[src/design/utf8d_pkg.sv]
// Shared types and constants for the lenient UTF-8 decoder.
// Self-contained; used by utf8_lenient_decoder_top.
package utf8d_pkg;

  localparam int unsigned ByteW = 8;
  localparam int unsigned CpW   = 21;
  localparam int unsigned LenW  = 3;
  localparam int unsigned MaxResults = 4;

  localparam logic [7:0] ContMask  = 8'hC0;
  localparam logic [7:0] ContTag   = 8'h80;
  localparam logic [7:0] Lead2Mask = 8'hE0;
  localparam logic [7:0] Lead2Tag  = 8'hC0;
  localparam logic [7:0] Lead3Mask = 8'hF0;
  localparam logic [7:0] Lead3Tag  = 8'hE0;
  localparam logic [7:0] Lead4Mask = 8'hF8;
  localparam logic [7:0] Lead4Tag  = 8'hF0;
  localparam logic [7:0] Bits2Mask = 8'h1F;
  localparam logic [7:0] Bits3Mask = 8'h0F;
  localparam logic [7:0] Bits4Mask = 8'h07;
  localparam logic [7:0] PayMask   = 8'h3F;

  localparam logic [LenW-1:0] LenOne = 3'd1;

  typedef enum logic [2:0] {
    ClsAscii,
    ClsCont,
    ClsLead2,
    ClsLead3,
    ClsLead4,
    ClsInvalid
  } byte_class_e;

  typedef struct packed {
    byte_class_e      cls;
    logic [LenW-1:0]  need;
    logic [7:0]       bits;
  } byte_info_t;

  typedef struct packed {
    logic [LenW-1:0] byte_count;
    logic [CpW-1:0]  code_point;
  } result_t;

  function automatic byte_info_t classify(logic [7:0] b);
    byte_info_t info;
    info.need = LenOne;
    info.bits = b;
    if (b[7] == 1'b0) begin
      info.cls = ClsAscii;
    end else if ((b & ContMask) == ContTag) begin
      info.cls = ClsCont;
    end else if ((b & Lead2Mask) == Lead2Tag) begin
      info.cls  = ClsLead2;
      info.need = 3'd2;
      info.bits = b & Bits2Mask;
    end else if ((b & Lead3Mask) == Lead3Tag) begin
      info.cls  = ClsLead3;
      info.need = 3'd3;
      info.bits = b & Bits3Mask;
    end else if ((b & Lead4Mask) == Lead4Tag) begin
      info.cls  = ClsLead4;
      info.need = 3'd4;
      info.bits = b & Bits4Mask;
    end else begin
      info.cls = ClsInvalid;
    end
    return info;
  endfunction

endpackage

[src/design/utf8_lenient_decoder_top.sv]
// Lenient UTF-8 decoder: byte stream in, code points out.
// Depends on utf8d_pkg for byte classification, constants and the result type.

// Usage:
// The slave channel (s_axis_*) takes one byte of text per beat; tlast marks the
// final byte of a string. The master channel (m_axis_*) gives decoded code
// points with the number of input bytes that formed each one; tlast marks the
// last result caused by one input byte. ASCII bytes and completed sequences
// give one result. A byte inside an open sequence gives none. A broken or
// truncated sequence gives its bytes back raw, one result each, up to four
// results for one input beat. Stray bytes are passed through raw.
// Latency: the results of a byte appear on the master side in the cycle after
// its beat is accepted. Throughput: one input beat per cycle while every byte
// causes at most one result and the receiver keeps tready high; a byte that
// causes more than one result occupies the result buffer until all are taken,
// and the slave side stalls except in the cycle in which the last is taken.
// When the receiver stalls, the held result stays on the port unchanged and the
// input side stops after the buffer's current burst.
// Reset (asynchronous, active low) closes any open sequence and empties the
// result buffer.
module utf8_lenient_decoder_top (
  input  logic        clk_i,
  input  logic        rst_ni,
  input  logic        s_axis_tvalid_i,
  output logic        s_axis_tready_o,
  input  logic [7:0]  s_axis_tdata_i,   // [7:0] in_byte
  input  logic        s_axis_tlast_i,   // string_end
  output logic        m_axis_tvalid_o,
  input  logic        m_axis_tready_i,
  output logic [23:0] m_axis_tdata_o,   // [20:0] code_point, [23:21] byte_count
  output logic        m_axis_tlast_o    // run_last
);

  // Decoder state of the open sequence.
  logic [7:0]  lead_q, lead_d;
  logic [7:0]  cont_q [2];
  logic [2:0]  seq_total_q, seq_total_d;
  logic [1:0]  pending_q, pending_d;
  logic [20:0] accum_q, accum_d;
  logic        cont_we;

  // Result buffer holding the burst of one input beat.
  utf8d_pkg::result_t res_q [utf8d_pkg::MaxResults];
  utf8d_pkg::result_t res_d [utf8d_pkg::MaxResults];
  logic [1:0] head_q, head_d;
  logic [2:0] cnt_q, cnt_d;

  logic in_acc, out_acc;
  logic [7:0] b;
  logic       str_end;
  utf8d_pkg::byte_info_t info;
  logic [20:0] acc_next;
  logic        flush, emit_cur, do_fresh, open_new, append_cont, close_seq;
  logic [20:0] cur_cp;
  logic [2:0]  cur_len;
  logic [2:0]  fcnt;
  logic [2:0]  n_new;
  logic [7:0]  raw_src [3];

  assign b       = s_axis_tdata_i;
  assign str_end = s_axis_tlast_i;
  assign info    = utf8d_pkg::classify(b);
  assign acc_next = {accum_q[14:0], b[5:0]};

  // A new beat is taken when the buffer is empty or its last result leaves now.
  assign s_axis_tready_o = (cnt_q == 3'd0) || ((cnt_q == 3'd1) && m_axis_tready_i);
  assign in_acc  = s_axis_tvalid_i && s_axis_tready_o;
  assign m_axis_tvalid_o = (cnt_q != 3'd0);
  assign out_acc = m_axis_tvalid_o && m_axis_tready_i;
  assign m_axis_tdata_o  = res_q[head_q];
  assign m_axis_tlast_o  = (cnt_q == 3'd1);

  // Decide what the current byte does.
  always_comb begin
    flush       = 1'b0;
    emit_cur    = 1'b0;
    do_fresh    = 1'b0;
    open_new    = 1'b0;
    append_cont = 1'b0;
    close_seq   = 1'b0;
    cur_cp      = {13'd0, b};
    cur_len     = utf8d_pkg::LenOne;
    if (seq_total_q != 3'd0) begin
      if (info.cls == utf8d_pkg::ClsCont) begin
        if (({1'b0, pending_q} + 3'd2) >= seq_total_q) begin
          emit_cur  = 1'b1;
          cur_cp    = acc_next;
          cur_len   = seq_total_q;
          close_seq = 1'b1;
        end else if (str_end) begin
          flush    = 1'b1;
          emit_cur = 1'b1;
        end else begin
          append_cont = 1'b1;
        end
      end else begin
        flush    = 1'b1;
        do_fresh = 1'b1;
      end
    end else begin
      do_fresh = 1'b1;
    end
    if (do_fresh) begin
      case (info.cls)
        utf8d_pkg::ClsLead2,
        utf8d_pkg::ClsLead3,
        utf8d_pkg::ClsLead4: begin
          if (str_end) begin
            emit_cur = 1'b1;
          end else begin
            open_new = 1'b1;
          end
        end
        default: emit_cur = 1'b1;
      endcase
    end
  end

  // Assemble the burst: raw bytes of a flushed sequence, then the current result.
  assign raw_src[0] = lead_q;
  assign raw_src[1] = cont_q[0];
  assign raw_src[2] = cont_q[1];
  assign fcnt  = flush ? ({1'b0, pending_q} + 3'd1) : 3'd0;
  assign n_new = fcnt + {2'b00, emit_cur};

  always_comb begin
    for (int k = 0; k < utf8d_pkg::MaxResults; k++) begin
      res_d[k] = res_q[k];
      if (in_acc) begin
        if (k < 3 && 3'(k) < fcnt) begin
          res_d[k].code_point = {13'd0, raw_src[2'(k)]};
          res_d[k].byte_count = utf8d_pkg::LenOne;
        end else begin
          res_d[k].code_point = cur_cp;
          res_d[k].byte_count = cur_len;
        end
      end
    end
  end

  // Next state of the decoder.
  always_comb begin
    lead_d      = lead_q;
    seq_total_d = seq_total_q;
    pending_d   = pending_q;
    accum_d     = accum_q;
    cont_we     = 1'b0;
    if (in_acc) begin
      if (open_new) begin
        lead_d      = b;
        seq_total_d = info.need;
        pending_d   = 2'd0;
        accum_d     = {13'd0, info.bits};
      end else if (append_cont) begin
        cont_we   = 1'b1;
        pending_d = pending_q + 2'd1;
        accum_d   = acc_next;
      end else if (flush || close_seq || str_end) begin
        seq_total_d = 3'd0;
        pending_d   = 2'd0;
      end
    end
  end

  // Buffer bookkeeping.
  always_comb begin
    head_d = head_q;
    cnt_d  = cnt_q;
    if (in_acc) begin
      head_d = 2'd0;
      cnt_d  = n_new;
    end else if (out_acc) begin
      head_d = head_q + 2'd1;
      cnt_d  = cnt_q - 3'd1;
    end
  end

  always_ff @(posedge clk_i or negedge rst_ni) begin
    if (!rst_ni) begin
      seq_total_q <= 3'd0;
      pending_q   <= 2'd0;
      head_q      <= 2'd0;
      cnt_q       <= 3'd0;
    end else begin
      seq_total_q <= seq_total_d;
      pending_q   <= pending_d;
      head_q      <= head_d;
      cnt_q       <= cnt_d;
    end
  end

  always_ff @(posedge clk_i) begin
    lead_q  <= lead_d;
    accum_q <= accum_d;
    res_q   <= res_d;
    if (cont_we) begin
      cont_q[pending_q[0]] <= b;
    end
  end

  // The buffer never holds more than one burst.
  assert property (@(posedge clk_i) disable iff (!rst_ni) cnt_q <= 3'd4)
    else $error("result buffer count out of range");

  // A new beat never overwrites results that are still waiting.
  assert property (@(posedge clk_i) disable iff (!rst_ni)
    in_acc && cnt_q != 3'd0 |-> out_acc && cnt_q == 3'd1)
    else $error("input beat overwrote pending results");

  // No continuation bytes are held without an open sequence.
  assert property (@(posedge clk_i) disable iff (!rst_ni)
    seq_total_q == 3'd0 |-> pending_q == 2'd0)
    else $error("continuations buffered with no open sequence");

  // The end of a string always closes the sequence.
  assert property (@(posedge clk_i) disable iff (!rst_ni)
    in_acc && s_axis_tlast_i |=> seq_total_q == 3'd0)
    else $error("sequence left open after string end");

endmodule

[config.mk]
export PLATFORM = sky130hd
export DESIGN_NAME = utf8_lenient_decoder_top
export DESIGN_NICKNAME = d
export VERILOG_FILES = /design/src/design/utf8d_pkg.sv /design/src/design/utf8_lenient_decoder_top.sv
export SDC_FILE = /design/constraint.sdc
export NUM_CORES = 1
export LEC_CHECK = 0
export ABC_AREA = 1
export ABC_CLOCK_PERIOD_IN_PS = 3100
export BUFFER_PORTS_ARGS = -buffer_cell sky130_fd_sc_hd__buf_2
export CORE_UTILIZATION = 35
export CTS_CLUSTER_DIAMETER = 60
export CTS_CLUSTER_SIZE = 28
export DETAILED_ROUTE_END_ITERATION = 6
export GPL_TIMING_DRIVEN = 0
export SETUP_SLACK_MARGIN = 0.15
export SYNTH_ARGS = -nofsm -noshare
export SYNTH_HDL_FRONTEND = slang
export SYNTH_SLANG_ARGS = --single-unit
[constraint.sdc]
create_clock -name clk_i -period 3.1 [get_ports clk_i]
set_input_delay 0.155 -clock clk_i [delete_from_list [all_inputs] [get_ports clk_i]]
set_output_delay 0.155 -clock clk_i [all_outputs]
set_load 0.005 [all_outputs]
==> results.json <==
{
  "nets": 599,
  "grt-ovfl-total": 0,
  "tightest_slew_ns": 1.23,
  "peakVddDrop_mv": 0.416,
  "die_w_um": 129,
  "globalplace.congestion": 0.750,
  "die-height_um": 129,
  "place_area_sq_um": 6100,
  "cts_resized": 0,
  "relSlewSlack_pct": 17.1,
  "crit_arrival_ns": 2.71,
  "clk_pin_slew_worst_paths_ns": 0.05,
  "ys_seq_area_share_pct": 68.1,
  "viasPerCell": 4.75,
  "crit_slowest_cell": "nor3_1",
  "synthCells": 513,
  "start_util_pct": 36.4,
  "drtIter0Drc": 282,
  "drv_slew": 0,
  "dp_hpwl_um": 7860,
  "ant_nets": 0,
  "startpoint_type": "register",
  "rows": 45,
  "drt-total-wl_um": 12300,
  "grt.total_usage_pct": 15.9,
  "leakage_nw": 2.60,
  "io_pins": 40,
  "dp_slack_ns": 0.200,
  "period_share_pct": 86.6,
  "tns_ns": 0,
  "cts_buffer_depth": 2,
  "die-area_sq_um": 16600,
  "cts_tree": "built",
  "outcome": "finished, final reports clean",
  "path_cells": "inv_2 > ha_1 > a21oi_2 > nand3_2 > nor2_1 > inv_1 > nor3_1",
  "synth_nets": 535,
  "grt_max_degree": 69,
  "cts_setup_buffers": 0,
  "crit_end": "cont_q[0][5]",
  "synth.avg_cell_area_sq_um": 10.9,
  "yosys_warnings": 0,
  "cts-htree-levels": 4,
  "drtPass1Iterations": 6,
  "layout_commonest_cell": "edfxtp_1",
  "finalSetupViolCount": 0,
  "ff_latch_area_sq_um": 3820,
  "r2r_start": "seq_total_q[2]",
  "clock-sinks": 129,
  "r2r_end": "cont_q[0][5]",
  "finalHoldViolations": 0,
  "final_cell_mix": "edfxtp_1 (119), nor2_1 (117), nand2_1 (64), inv_1 (45), buf_2 (43)",
  "holdWs_ns": 0.0107,
  "core_area_sq_um": 15400,
  "port_buffers": 39,
  "ys_types": 31,
  "reg2reg_depth": 7,
  "grt_pass1_vias": 3668,
  "cp-end-kind": "register",
  "ys_ff_latch": 129,
  "fin_crit_ns": 2.69,
  "r2r_slack_ns": 0.41,
  "startpoint": "seq_total_q[2]",
  "fmax_mhz": 372,
  "vias": 3804,
  "synth_area_leader_cell": "edfxtp_1",
  "multi_input_area_sq_um": 1490,
  "synth.area.top_cells": "edfxtp_1 (64%), nor2_1 (7.9%), dfrtp_1 (4.5%)",
  "cts_buffers": 17,
  "drive_gt1_share_pct": 15.6,
  "p_total_mw": 5.95,
  "cap_violations": 0,
  "clock_skew_ns": 0.00676,
  "crit_path_max_fanout": 9,
  "rsz0062_at_grt": "no",
  "synth_top_area_share_pct": 63.7,
  "antennaDiodeCount": 0,
  "clk_latency_ns": 0.42,
  "fin_area_sq_um": 6710,
  "cp_slowest_stage_delay_ns": 0.94,
  "required_ns": 3.12,
  "routedWlPerCell_um": 15.3,
  "hp-class": "input pin to register",
  "cts_root_buf": "clkbuf_16",
  "crit_type": "register to register",
  "syn_area_sq_um": 5610,
  "hold_path_depth": 1,
  "grt_pass1_wl_um": 19200,
  "antenna_found_initial": 0,
  "powerDensity_nw_per_um2": 887,
  "final.fill_count": 1499,
  "fin_ws_ns": 0.415,
  "areaGrowthSynthToFinish_pct": 19.5,
  "drc": 0
}
==> power by group <==
part           switching [mW]  internal, mW  total (mW)
logic                    1.14         0.565        1.71
clock network           0.700          1.16        1.86
registers              0.0979          2.28        2.38
==> how the worst min path moves through the flow <==
stage,to,start
CTS,res_q[25],s_axis_tdata_i[1]
finish,cont_q[0][1],s_axis_tdata_i[1]
detailed placement,pending_q[0],rst_ni
global route,cont_q[0][1],s_axis_tdata_i[1]
floorplan,cnt_q[0],rst_ni
global placement,pending_q[1],rst_ni
==> state kept, by name (all words and copies together) (netlist names) <==
name	flops
lead_q	8
cnt_q	3
res_q	88
pending_q	2
seq_total_q	3
cont_q	8
head_q	2
accum_q	15
==> synthesized netlist by cell type, drive strengths merged <==
master and instances:
o211ai 1, buf 9, nand3 16, a21boi 1, ha 9, o22ai 16, edfxtp 119, o221ai 1
clkinv 1, o21ai 48, nor3 3, dfrtp 10, nand4 3, xnor2 1, a21oi 23, nor2 120
a31oi 1, clkbuf 13, nand2 68, inv 50
==> final cells by class <==
type                    instances  area share, %
clock buffers                  19           6.45
flip-flops and latches        129           57.0
plain buffers                  22           1.70
clock inverters                13           1.79
multi-input cells             311           22.2
well taps                     211           3.94
repair buffers                 45           4.07
inverters                      51           2.89
==> cells by family after synthesis <==
family / share of synthesized area, %
adders and majority gates: 2.01
and+or+nand+nor: 15.3
DFF: 68.1
AOI/OAI and AO/OA: 8.98
xor gates and xnor gates: 0.156
buffers and inverters: 5.44
==> through the flow <==
stage | std cells | util, %
CTS | 801 | 43.5
global route | 801 | 43.5
detailed placement | 764 | 39.6
global placement | 763 | 39.4
finish | 801 | 43.5
floorplan | 513 | -
==> worst max-delay path, delay by kind of cell (launching register included) <==
| kind | cells | cell delay (ns) |
|---|---|---|
| AOI/OAI and AO/OA | 1 | 0.16 |
| buffers and inverters | 2 | 0.22 |
| adders and majority gates | 1 | 0.29 |
| and+or+nand+nor | 3 | 1.25 |
| DFF | 1 | 0.38 |
==> per-layer routing <==
layer / global-route usage (%) / vias to the layer above / share of wire (%)
li1: - / 1883 / -
met1: 20.3 / 1808 / 45
met2: 26.1 / 102 / 48
met3: 4.66 / 11 / 5.3
met4: 5.05 / 0 / 1.1
met5: 0 / - / 0
==> repair_timing <==
item,in CTS,in global routing
hold endpoints to repair,18,0
hold buffers,5,0
endpoints found under the setup margin,0,0
Power figures use the tool's default switching activity.
